--- src/rtl/fllt_pkg.sv ---
package fllt_pkg;

  localparam int unsigned DefTableDepth = 16;

  localparam int unsigned TimeW     = 32;
  localparam int unsigned LimitW    = 8;
  localparam int unsigned CmdW      = 2;
  localparam int unsigned VerdictW  = 2;
  localparam int unsigned FailOutW  = 5;
  localparam int unsigned MinutesW  = 27;
  localparam int unsigned CfgIdxW   = 3;
  localparam int unsigned CfgDataW  = 32;

  localparam logic [LimitW-1:0] DenyLimitRst   = 8'd3;
  localparam logic [TimeW-1:0]  FailWindowRst  = 32'd900;
  localparam logic [TimeW-1:0]  UnlockDelayRst = 32'd600;
  localparam logic [TimeW-1:0]  AdminDelayRst  = 32'd600;
  localparam logic              DenyAdminRst   = 1'b0;

  // seconds to minutes: add 59, shift by 2, then divide by 15 via reciprocal
  localparam logic [5:0]       RoundUp    = 6'd59;
  localparam logic [TimeW-1:0] Recip15    = 32'h8888_8889;
  localparam int unsigned      RecipShift = 35;

  typedef enum logic [CmdW-1:0] {
    CMD_PREAUTH,
    CMD_SUCCESS,
    CMD_FAILURE,
    CMD_ACCT_OK
  } cmd_e;

  typedef enum logic [VerdictW-1:0] {
    VERD_PASS,
    VERD_LOCKED,
    VERD_RECORDED
  } verdict_e;

  typedef enum logic [CfgIdxW-1:0] {
    REG_DENY_LIMIT,
    REG_FAIL_WINDOW,
    REG_UNLOCK_DELAY,
    REG_ADMIN_DELAY,
    REG_DENY_ADMIN
  } cfg_reg_e;

  typedef enum logic [2:0] {
    ST_IDLE,
    ST_SCAN_LATEST,
    ST_SCAN_COUNT,
    ST_CHECK,
    ST_MUL,
    ST_DONE
  } state_e;

endpackage

--- src/rtl/failed_login_lockout_table.sv ---
// Failed-login lockout table for one account.
// Input channel (in_valid_i / in_stall_o) carries one request: cmd_i, now_seconds_i
// and is_admin_i. Output channel (out_valid_o / out_stall_i) returns exactly one
// result per request: verdict, failure count, minutes left and status flags.
// Configuration is written through cfg_we_i / cfg_idx_i / cfg_wdata_i; the user
// must write it only while idle, the block itself does not enforce this.
// One request is processed at a time: two passes over the record memory, each
// reading every stored record through its single registered port and then
// draining and turning around, then a decision step, a multiply step for the
// minutes rounding and a commit step that loads the result. After the commit
// the block returns to idle before it accepts the next request.
// The result sits in an output register; a new request is accepted as soon
// as the previous one has been committed there, even while it is stalled.
// If the output register is still full and stalled when a result is ready, the
// block waits in its commit step and holds the table unchanged until it drains.
// Reset clears all valid bits and the record count at once (no clearing
// pass), restores the register defaults and empties the output register.
module failed_login_lockout_table import fllt_pkg::*; #(
  parameter int unsigned TABLE_DEPTH = DefTableDepth
) (
  input  logic                clk_i,
  input  logic                rst_ni,
  input  logic                cfg_we_i,
  input  logic [CfgIdxW-1:0]  cfg_idx_i,
  input  logic [CfgDataW-1:0] cfg_wdata_i,
  input  logic                in_valid_i,
  output logic                in_stall_o,
  input  logic [CmdW-1:0]     cmd_i,
  input  logic [TimeW-1:0]    now_seconds_i,
  input  logic                is_admin_i,
  output logic                out_valid_o,
  input  logic                out_stall_i,
  output logic [VerdictW-1:0] verdict_o,
  output logic [FailOutW-1:0] failure_count_o,
  output logic [MinutesW-1:0] minutes_left_o,
  output logic                unlocked_by_timeout_o,
  output logic                lock_reached_o,
  output logic                table_overflow_o
);

  localparam int unsigned IdxW  = $clog2(TABLE_DEPTH);
  localparam int unsigned CntW  = $clog2(TABLE_DEPTH + 1);
  localparam int unsigned AccW  = (CntW > LimitW) ? CntW : LimitW;
  localparam int unsigned QuotW = TimeW - 1;
  localparam int unsigned ProdW = QuotW + TimeW;

  state_e state_q, state_d;

  logic [LimitW-1:0] deny_limit_q;
  logic [TimeW-1:0]  fail_window_q;
  logic [TimeW-1:0]  unlock_delay_q;
  logic [TimeW-1:0]  admin_delay_q;
  logic              deny_admin_q;

  cmd_e             cmd_q, cmd_d;
  logic [TimeW-1:0] now_q, now_d;
  logic             admin_q, admin_d;

  logic [CntW-1:0] idx_q, idx_d;
  logic            p_vld_q, p_vld_d;
  logic [IdxW-1:0] p_idx_q, p_idx_d;

  logic [TimeW-1:0] mem_q [TABLE_DEPTH];
  logic [TimeW-1:0] rd_data_q;
  logic [IdxW-1:0]  rd_addr;
  logic [IdxW-1:0]  wr_addr;
  logic             mem_we;

  logic [TABLE_DEPTH-1:0] valid_q, valid_d;
  logic [CntW-1:0]        cnt_q, cnt_d;
  logic [TABLE_DEPTH-1:0] aged_q, aged_d;

  logic [TimeW-1:0] latest_q, latest_d;
  logic [AccW-1:0]  fail_cnt_q, fail_cnt_d;
  logic [CntW-1:0]  remain_cnt_q, remain_cnt_d;
  logic [IdxW-1:0]  oldest_idx_q, oldest_idx_d;
  logic [TimeW-1:0] oldest_time_q, oldest_time_d;
  logic             oldest_keep_q, oldest_keep_d;

  logic             locked_q, locked_d;
  logic             unlocked_q, unlocked_d;
  logic [QuotW-1:0] quot_in_q, quot_in_d;
  logic [ProdW-1:0] prod_q, prod_d;

  logic                out_valid_q, out_valid_d;
  verdict_e            verdict_q, verdict_d;
  logic [FailOutW-1:0] fail_out_q, fail_out_d;
  logic [MinutesW-1:0] minutes_q, minutes_d;
  logic                unl_out_q, unl_out_d;
  logic                reached_q, reached_d;
  logic                overflow_q, overflow_d;

  always_comb begin
    logic [TimeW-1:0] t;
    logic             v;
    logic             stale;
    logic             exempt;
    logic             hit;
    logic             timed_out;
    logic [TimeW-1:0] delay;
    logic [TimeW:0]   target;
    logic [TimeW:0]   left;
    logic [TimeW-1:0] left_cap;
    logic [TimeW:0]   rounded;
    logic [AccW-1:0]  limit_ext;
    logic             keep_old;
    logic             take_oldest;
    logic             append;
    logic [CntW-1:0]  n_rem;
    logic [CntW-1:0]  valid_after;
    logic [IdxW-1:0]  slot;
    logic             fire;

    state_d       = state_q;
    cmd_d         = cmd_q;
    now_d         = now_q;
    admin_d       = admin_q;
    idx_d         = idx_q;
    p_vld_d       = 1'b0;
    p_idx_d       = p_idx_q;
    valid_d       = valid_q;
    cnt_d         = cnt_q;
    aged_d        = aged_q;
    latest_d      = latest_q;
    fail_cnt_d    = fail_cnt_q;
    remain_cnt_d  = remain_cnt_q;
    oldest_idx_d  = oldest_idx_q;
    oldest_time_d = oldest_time_q;
    oldest_keep_d = oldest_keep_q;
    locked_d      = locked_q;
    unlocked_d    = unlocked_q;
    quot_in_d     = quot_in_q;
    prod_d        = prod_q;
    out_valid_d   = out_valid_q;
    verdict_d     = verdict_q;
    fail_out_d    = fail_out_q;
    minutes_d     = minutes_q;
    unl_out_d     = unl_out_q;
    reached_d     = reached_q;
    overflow_d    = overflow_q;
    rd_addr       = idx_q[IdxW-1:0];
    wr_addr       = '0;
    mem_we        = 1'b0;

    t         = rd_data_q;
    v         = valid_q[p_idx_q];
    stale     = (t > now_q) || ((now_q - t) >= fail_window_q);
    exempt    = admin_q && !deny_admin_q;
    limit_ext = AccW'(deny_limit_q);
    delay     = admin_q ? admin_delay_q : unlock_delay_q;
    target    = {1'b0, latest_q} + {1'b0, delay};
    timed_out = (delay != '0) && (target < {1'b0, now_q});
    hit       = !exempt && (deny_limit_q != '0) && (fail_cnt_q >= limit_ext);
    left      = target - {1'b0, now_q};
    left_cap  = '0;
    if (target > {1'b0, now_q}) begin
      left_cap = left[TimeW] ? '1 : left[TimeW-1:0];
    end
    rounded     = {1'b0, left_cap} + (TimeW + 1)'(RoundUp);
    keep_old    = oldest_keep_q && !unlocked_q;
    n_rem       = unlocked_q ? '0 : remain_cnt_q;
    take_oldest = (cnt_q != '0) && !keep_old;
    append      = !take_oldest && (cnt_q < CntW'(TABLE_DEPTH));
    slot        = (!take_oldest && append) ? cnt_q[IdxW-1:0] : oldest_idx_q;
    valid_after = (take_oldest || append) ? n_rem + 1'b1 : n_rem;
    fire        = !out_valid_q || !out_stall_i;

    if (out_valid_q && !out_stall_i) begin
      out_valid_d = 1'b0;
    end

    case (state_q)
      ST_IDLE: begin
        if (in_valid_i) begin
          cmd_d         = cmd_e'(cmd_i);
          now_d         = now_seconds_i;
          admin_d       = is_admin_i;
          idx_d         = '0;
          latest_d      = '0;
          fail_cnt_d    = '0;
          remain_cnt_d  = '0;
          aged_d        = '0;
          oldest_keep_d = 1'b0;
          state_d       = ST_SCAN_LATEST;
        end
      end
      ST_SCAN_LATEST: begin
        if (idx_q < cnt_q) begin
          p_vld_d = 1'b1;
          p_idx_d = idx_q[IdxW-1:0];
          idx_d   = idx_q + 1'b1;
        end
        if (p_vld_q && v && (t > latest_q)) begin
          latest_d = t;
        end
        if ((idx_q >= cnt_q) && !p_vld_q) begin
          idx_d   = '0;
          state_d = ST_SCAN_COUNT;
        end
      end
      ST_SCAN_COUNT: begin
        if (idx_q < cnt_q) begin
          p_vld_d = 1'b1;
          p_idx_d = idx_q[IdxW-1:0];
          idx_d   = idx_q + 1'b1;
        end
        if (p_vld_q) begin
          if (v && ((latest_q - t) < fail_window_q)) begin
            fail_cnt_d = fail_cnt_q + 1'b1;
          end
          if ((p_idx_q == '0) || (t < oldest_time_q)) begin
            oldest_idx_d  = p_idx_q;
            oldest_time_d = t;
            oldest_keep_d = v && !stale;
          end
          if (stale) begin
            aged_d[p_idx_q] = 1'b1;
          end
          if (v && !stale) begin
            remain_cnt_d = remain_cnt_q + 1'b1;
          end
        end
        if ((idx_q >= cnt_q) && !p_vld_q) begin
          state_d = ST_CHECK;
        end
      end
      ST_CHECK: begin
        unlocked_d = hit && timed_out;
        locked_d   = hit && !timed_out;
        quot_in_d  = rounded[TimeW:2];
        if (exempt) begin
          fail_cnt_d = '0;
        end
        state_d = ST_MUL;
      end
      ST_MUL: begin
        prod_d  = ProdW'(quot_in_q) * ProdW'(Recip15);
        state_d = ST_DONE;
      end
      ST_DONE: begin
        if (fire) begin
          out_valid_d = 1'b1;
          state_d     = ST_IDLE;
          verdict_d   = locked_q ? VERD_LOCKED : VERD_PASS;
          minutes_d   = locked_q ? prod_q[RecipShift +: MinutesW] : '0;
          fail_out_d  = fail_cnt_q[FailOutW-1:0];
          unl_out_d   = unlocked_q;
          reached_d   = 1'b0;
          overflow_d  = 1'b0;
          case (cmd_q)
            CMD_SUCCESS: begin
              if (!locked_q) begin
                valid_d = '0;
                cnt_d   = '0;
              end
            end
            CMD_FAILURE: begin
              if (!locked_q) begin
                verdict_d     = VERD_RECORDED;
                valid_d       = unlocked_q ? '0 : (valid_q & ~aged_q);
                valid_d[slot] = 1'b1;
                mem_we        = 1'b1;
                wr_addr       = slot;
                if (!take_oldest && append) begin
                  cnt_d = cnt_q + 1'b1;
                end
                reached_d  = (deny_limit_q != '0) && (AccW'(valid_after) == limit_ext);
                overflow_d = !take_oldest && !append;
              end
            end
            CMD_ACCT_OK: begin
              valid_d   = '0;
              cnt_d     = '0;
              verdict_d = VERD_PASS;
              minutes_d = '0;
            end
            default: begin
            end
          endcase
        end
      end
      default: begin
        state_d = ST_IDLE;
      end
    endcase
  end

  always_ff @(posedge clk_i or negedge rst_ni) begin
    if (!rst_ni) begin
      state_q     <= ST_IDLE;
      idx_q       <= '0;
      p_vld_q     <= 1'b0;
      valid_q     <= '0;
      cnt_q       <= '0;
      out_valid_q <= 1'b0;
    end else begin
      state_q     <= state_d;
      idx_q       <= idx_d;
      p_vld_q     <= p_vld_d;
      valid_q     <= valid_d;
      cnt_q       <= cnt_d;
      out_valid_q <= out_valid_d;
    end
  end

  always_ff @(posedge clk_i or negedge rst_ni) begin
    if (!rst_ni) begin
      deny_limit_q   <= DenyLimitRst;
      fail_window_q  <= FailWindowRst;
      unlock_delay_q <= UnlockDelayRst;
      admin_delay_q  <= AdminDelayRst;
      deny_admin_q   <= DenyAdminRst;
    end else if (cfg_we_i) begin
      case (cfg_reg_e'(cfg_idx_i))
        REG_DENY_LIMIT:   deny_limit_q   <= cfg_wdata_i[LimitW-1:0];
        REG_FAIL_WINDOW:  fail_window_q  <= cfg_wdata_i[TimeW-1:0];
        REG_UNLOCK_DELAY: unlock_delay_q <= cfg_wdata_i[TimeW-1:0];
        REG_ADMIN_DELAY:  admin_delay_q  <= cfg_wdata_i[TimeW-1:0];
        REG_DENY_ADMIN:   deny_admin_q   <= cfg_wdata_i[0];
        default: begin
        end
      endcase
    end
  end

  always_ff @(posedge clk_i) begin
    cmd_q         <= cmd_d;
    now_q         <= now_d;
    admin_q       <= admin_d;
    p_idx_q       <= p_idx_d;
    aged_q        <= aged_d;
    latest_q      <= latest_d;
    fail_cnt_q    <= fail_cnt_d;
    remain_cnt_q  <= remain_cnt_d;
    oldest_idx_q  <= oldest_idx_d;
    oldest_time_q <= oldest_time_d;
    oldest_keep_q <= oldest_keep_d;
    locked_q      <= locked_d;
    unlocked_q    <= unlocked_d;
    quot_in_q     <= quot_in_d;
    prod_q        <= prod_d;
    verdict_q     <= verdict_d;
    fail_out_q    <= fail_out_d;
    minutes_q     <= minutes_d;
    unl_out_q     <= unl_out_d;
    reached_q     <= reached_d;
    overflow_q    <= overflow_d;
  end

  // record time memory, one write and one registered read port
  always_ff @(posedge clk_i) begin
    if (mem_we) begin
      mem_q[wr_addr] <= now_q;
    end
    rd_data_q <= mem_q[rd_addr];
  end

  assign in_stall_o            = (state_q != ST_IDLE);
  assign out_valid_o           = out_valid_q;
  assign verdict_o             = verdict_q;
  assign failure_count_o       = fail_out_q;
  assign minutes_left_o        = minutes_q;
  assign unlocked_by_timeout_o = unl_out_q;
  assign lock_reached_o        = reached_q;
  assign table_overflow_o      = overflow_q;

`ifndef ASSERT_OFF
  a_cnt_bound: assert property (@(posedge clk_i) disable iff (!rst_ni)
    cnt_q <= CntW'(TABLE_DEPTH))
    else $error("record count beyond table depth");

  a_valid_below_cnt: assert property (@(posedge clk_i) disable iff (!rst_ni)
    (valid_q >> cnt_q) == '0)
    else $error("valid record above record count");

  a_out_from_done: assert property (@(posedge clk_i) disable iff (!rst_ni)
    $rose(out_valid_q) |-> $past(state_q == ST_DONE))
    else $error("result loaded outside commit step");

  a_accept_starts: assert property (@(posedge clk_i) disable iff (!rst_ni)
    (in_valid_i && !in_stall_o) |=> (state_q == ST_SCAN_LATEST))
    else $error("accepted request did not start a scan");
`endif

endmodule

--- config.mk ---
export PLATFORM = sky130hd
export DESIGN_NAME = failed_login_lockout_table
export DESIGN_NICKNAME = d
export VERILOG_FILES = /design/src/rtl/fllt_pkg.sv /design/src/rtl/failed_login_lockout_table.sv
export SDC_FILE = /design/constraint.sdc
export NUM_CORES = 2
export LEC_CHECK = 0
export BUFFER_PORTS_ARGS = -buffer_cell sky130_fd_sc_hd__buf_4
export CORE_MARGIN = 2
export CORE_UTILIZATION = 45
export CTS_CLUSTER_DIAMETER = 60
export DETAILED_ROUTE_END_ITERATION = 6
export PLACE_DENSITY_LB_ADDON = 0.08
export SLEW_MARGIN = 20
export SYNTH_ARGS = -nofsm -noshare
export SYNTH_HDL_FRONTEND = slang
export SYNTH_SLANG_ARGS = --single-unit
--- constraint.sdc ---
create_clock -name clk_i -period 21.5 [get_ports clk_i]
set_clock_uncertainty 0.2 [all_clocks]
set_input_delay 1.075 -clock clk_i [delete_from_list [all_inputs] [get_ports clk_i]]
set_output_delay 1.075 -clock clk_i [all_outputs]
set_load 0.005 [all_outputs]
Yosys cells after proc, flatten, opt, wreduce, memory -nomap -nowiden:

Memories as Yosys holds them, arrays and structs flattened. A register that Yosys moved wholly into a read port is not among the register bits.
Index checks and enable logic that the tools add are counted.

* bits in writable memories: 512
* bits of input ports: 75
* output and inout port bits: 39
* memories: 1
* register bits after elaboration: 405

* muxes and demuxes: 66
* $add $sub $neg: 10
* bitwise operators: 6
* reduce and logical (&&, ||, !) cells: 68
* eq/ne operators: 27
* multiply operators: 1
* order comparisons: 15

Memories
* mem_q: words 16, width 32, read ports 1, clocked after Yosys merged registers in 1, wr ports 1, line failed_login_lockout_table.sv:63 `logic [TimeW-1:0] mem_q [TABLE_DEPTH];`

Operators by type and width (number)
* two-way mux 32 bit: 5
* two-way mux 16 bit: 6
* greater-than comparator 32 bit: 2
* < comparator 32 bit: 2
* case mux 32 bit (2 select lines): 1
* subtractor 32 bit: 2
* multiplier 31 x 32 -> 62 bit, second input constant: 1
* two-way mux 5 bit: 10
* case mux 16 bit (3 select lines): 1
* adder 32 x 32 -> 33 bit: 1
* adder 32 x 6 -> 33 bit, second input constant: 1
* greater-than comparator 33 x 32 -> 1 bit: 1
* < comparator 33 x 32 -> 1 bit: 1
* subtractor 33 x 32 -> 33 bit: 1
* greater-or-equal comparator 32 bit: 1
* two-way mux 8 bit: 4
* OR 16 bit: 2
* case mux 16 bit (2 select lines): 1
* nonzero test 32 bit: 1
* case mux 5 bit (3 select lines): 2
* inequality test 2 bit, second input constant: 14
* case mux 8 bit (3 select lines): 1
* adder 5 x 1 -> 5 bit, second input constant: 4
* logical AND 1 bit: 20
* 40 further kinds: 108

Longest topological paths before layout:

* word-level depth: 15
* depth in mapped cells: 29

Least setup slack after synthesis:

Ideal clock, no wire load.

* path kind: reg-to-reg
* start: register quot_in_q[27]
* end: register prod_q[61], data pin
* clock period less this slack: 6.991 ns
* cell stages (with the launch flop): 24
* slack: 14.509 ns
* arrival time: 6.520 ns
* buffers on the path: 0
* cells stage by stage: edfxtp_1 ha_1 inv_1 fa_1 inv_1 fa_1 inv_1 fa_1 inv_1 fa_1 fa_1 ha_1 ha_1 and4_1 and4_1 and3_1 a221oi_1 a21oi_1 a311o_1 a31oi_2 o221ai_1 a2111oi_0 nand2b_1 o311ai_1

* word-level cells in the longest chain between the ends: 1

RTL lines
* from (decl): line failed_login_lockout_table.sv:82 `logic [QuotW-1:0] quot_in_q, quot_in_d;`
* from (signal assigned): line failed_login_lockout_table.sv:340 `quot_in_q <= quot_in_d;`
* multiplier 31 x 32 -> 62 bit: line failed_login_lockout_table.sv:237 `prod_d = ProdW'(quot_in_q) * ProdW'(Recip15);`
* to (signal assigned): line failed_login_lockout_table.sv:341 `prod_q <= prod_d;`
* to (decl): line failed_login_lockout_table.sv:83 `logic [ProdW-1:0] prod_q, prod_d;`

Every way passes these cells.
A chain may end at the register's enable or synchronous reset.

Worst setup path in the final report:

* start: register quot_in_q[7]
* end: register prod_q[61], data pin

Same word-level chain as after synthesis.

==> metrics.md <==
| Metric | Value |
|---|---|
| Number of distinct library cells after synthesis | `94` |
| Final wirelength | `around 130 mm` |
| Maximum achievable frequency | `130 MHz` |
| Std cell rows | `about 120` |
| Number of diodes added for antenna fixing | `0` |
| Hold Vio Cnt, Final | `0` |
| Transition time at the pin with the least slew margin | `1.10 ns` |
| Setup TNS | `0 ns` |
| Clock slew at reported path FFs | `approximately 0.06 ns` |
| Buffer depth of the longest clock path | `3` |
| Normalized max-slew margin | `26.5%` |
| Placeable core region | `roughly 110000 um^2` |
| Post-Syn Nets | `between 4000 and 5000` |
| Critical path class | `reg2reg` |
| Routed Antenna Nets | `0` |
| Buffers inserted during post-CTS setup optimization | `0` |
| Number of input and output port buffers inserted | `113` |
| TritonCTS clock tree | `yes` |
| Fin crit share | `around 36%` |
| Die ar. | `117000 um^2` |
| Avg Vias per Cell | `5.50` |
| Via count of the first global-routing pass | `between 30000 and 40000` |
| Total number of yosys warnings | `0` |
| Number of synthesized flops with an enable pin | `around 750` |
| Maximum number of pins on one net before global-route repair | `72` |
| Vert. Die Dim | `around 340 um` |
| Detailed placer's ending HPWL | `roughly 90 mm` |
| Total global routing overflow | `0` |
| Cts repair resizes | `0` |
| Antenna violations before repair | `6` |
| Fraction of layout instances using a drive strength above 1 | `16.5%` |
| First-pass GRT wire length | `around 200 mm` |
| FF+latch count, synth | `slightly above 900` |
| Area added between synthesis and finish | `12.4%` |
| Root buffer cell | `clkbuf_16` |
| Cell accounting for the most synthesized area | `edfxtp_1` |
| Overall track demand over capacity in global routing | `22.1%` |
| Max-capacitance violation count | `0` |
| Insertion delay to the later sink of the worst-skew pair | `around 0.7 ns` |
| Most used DFF post-synth | `edfxtp_1` |
| Worst setup SP type | `flop` |
| Die Width | `342 um` |
| First DRT Iteration DRCs | `1916` |
| Post-synthesis cell count | `roughly 3800` |
| Dominant cell by count in the synthesized netlist | `edfxtp_1` |
| Post-CTS Hold Fix Bufs | `0` |
| Num ports | `114` |
| Final Setup Violations | `0` |
| Main area contributors after synthesis | `edfxtp_1 43%, ha_1 12%, mux4_2 7.2%` |
| Number of clock buffers inserted by TritonCTS | `between 100 and 150` |
| Via count | `30900` |
| Global placement routability congestion | `0.899` |
| Syn_area_per_cell | `~13 um^2` |
| Synth async-reset ratio | `14.9%` |
| Pre-Repair DR Iteration Count | `6` |
| Worst reg2reg path depth | `23` |
| Type of the tightest min-delay check | `in2async` |
| Sequential area share after synthesis | `a little over 50%` |
| Post-DR wirelength/cell | `approximately 23 um` |
| Data required time of the worst path | `approximately 22 ns` |
| Area share of the largest cell type after synthesis | `43.5%` |
| DRC violation count after routing | `0` |
| Max-slew violation count | `0` |
| Commonest cells in the synthesized netlist | `746 x edfxtp_1, 494 x ha_1, 374 x inv_1` |
| Final net count | `between 4000 and 5000` |
| Initial core utilization | `between 40% and 50%` |
| Number of clock sinks | `between 900 and 1000` |
| Setup repair after global routing missed its margin | `no` |
| Status | `completed` |
| Final worst path period need | `around 7.7 ns` |
| CTS H-tree lvls | `3` |
| Arrival time at the worst endpoint | `around 7.9 ns` |
| Worst-path maximum fanout | `5` |
| Netlist area before placement | `51500 um^2` |
| Crit end category | `flop` |
## flip-flops by register name (all words and copies together), names as in the netlist, 5 cells and up
register         cells
oldest_time_q       32
rd_data_q           32
failure_count_o      5
prod_q              27
remain_cnt_q         5
minutes_left_o      27
fail_cnt_q           8
aged_q              16
now_q               32
admin_delay_q       32
fail_window_q       32
idx_q                5
valid_q             16
quot_in_q           31
latest_q            32
mem_q              512
unlock_delay_q      32
cnt_q                5
deny_limit_q         8
## area by class of cell
class | count | area (um^2)
clock buffer | 151 | 2890
clock inverter | 40 | 507
fill | 9918 | 56000
inverter | 374 | 1400
multi-input combinational | 2450 | 23500
sequential | 914 | 26500
tap | 1512 | 1890
timing repair buffer | 171 | 1290
## kinds of logic (layout without fill, tap and decap cells)
kind of cell | Yosys count | in the layout | synth area share, %
XOR/XNOR | 171 | 171 | 2.92
AND/OR/NAND/NOR | 764 | 764 | 7.83
adder cells (fa/ha/maj) | 617 | 617 | 16.8
multiplexers | 274 | 274 | 9.57
buffers and inverters | 469 | 736 | 3.47
AO/OA/AOI/OAI | 624 | 624 | 8.06
flip-flops | 914 | 914 | 51.4
## placed cells by master (no fill, tap or decap), types with 12 or more instances in the layout
cell type and instances:
ha_1 494, or3_1 18, mux4_2 165, xor2_1 56, nor2b_1 54, nand4_1 41
clkinv_2 12, nor2_1 185, dfxtp_1 32, nand2b_1 31, xnor2_1 114, nor3_1 48
dfstp_2 14, a221oi_1 12, mux2_2 100, nand2_1 129, buf_4 170, clkbuf_1 36
o21a_1 31, nor3b_1 12, nor2_4 16, nand3_1 51, clkbuf_16 104, fa_1 123
a31oi_1 27, o21ai_0 134, dfrtp_1 118, nor4_1 18, inv_1 373, or2_2 12
a21o_1 131, and3_1 20, o21bai_1 14, a21oi_1 155, and2_1 77, edfxtp_1 746
## critical path, stage by stage, from the launching register on
cell	delay, ns
edfxtp_1	0.44
ha_1	0.36
ha_1	0.32
inv_1	0.09
fa_1	0.63
inv_1	0.09
fa_1	0.54
inv_1	0.05
fa_1	0.49
inv_1	0.05
fa_1	0.39
ha_1	0.29
ha_1	0.29
and4_1	0.21
and4_1	0.23
and3_1	0.17
a221oi_1	0.48
a21oi_1	0.29
a311o_1	0.44
a31oi_2	0.33
o221ai_1	0.23
a2111oi_0	0.51
nand2b_1	0.22
o311ai_1	0.11
## per-layer routing
metal	GRT usage, %	wire (um)	up-vias
li1	-	-	14600
met1	27.9	53800	15500
met2	39.4	65500	540
met3	2.38	4220	186
met4	7.32	4190	0
met5	0	0	-
## per-stage QoR
stage	setup slack [ns]	cell area (um^2)	std cells	utilization [%]	hold WS, ns
6_report	13.78	57900	5612	50.8	0.199
5_1_grt	13.23	57900	5612	50.8	0.235
4_1_cts	13.70	57900	5612	50.8	0.192
3_5_place_dp	13.71	54500	5421	47.9	0.239
3_3_place_gp	13.70	54500	5421	47.9	0.232
2_1_floorplan	14.51	51500	3833	-	0.224
## final timing paths
| kind | startpoint | to | slack, ns |
|---|---|---|---|
| worst min register to register | now_q[9]$_DFFE_PP_ | mem_q[14][9]$_DFFE_PP_ | 0.25 |
| max in group asynchronous | rst_ni | idx_q[1]$_DFFE_PN0P_ | 19.43 |
| min in group clk_i | now_q[9]$_DFFE_PP_ | mem_q[14][9]$_DFFE_PP_ | 0.25 |
| worst min-delay path | rst_ni | unlock_delay_q[31]$_DFFE_PN0P_ | 0.20 |
| worst max register to register | quot_in_q[7]$_DFFE_PP_ | prod_q[61]$_DFFE_PP_ | 13.78 |
| worst max-delay path | quot_in_q[7]$_DFFE_PP_ | prod_q[61]$_DFFE_PP_ | 13.78 |
Power is left out: the tool's default activity adds up to more than one toggle a clock period on the data nets, which glitch-free logic cannot reach.
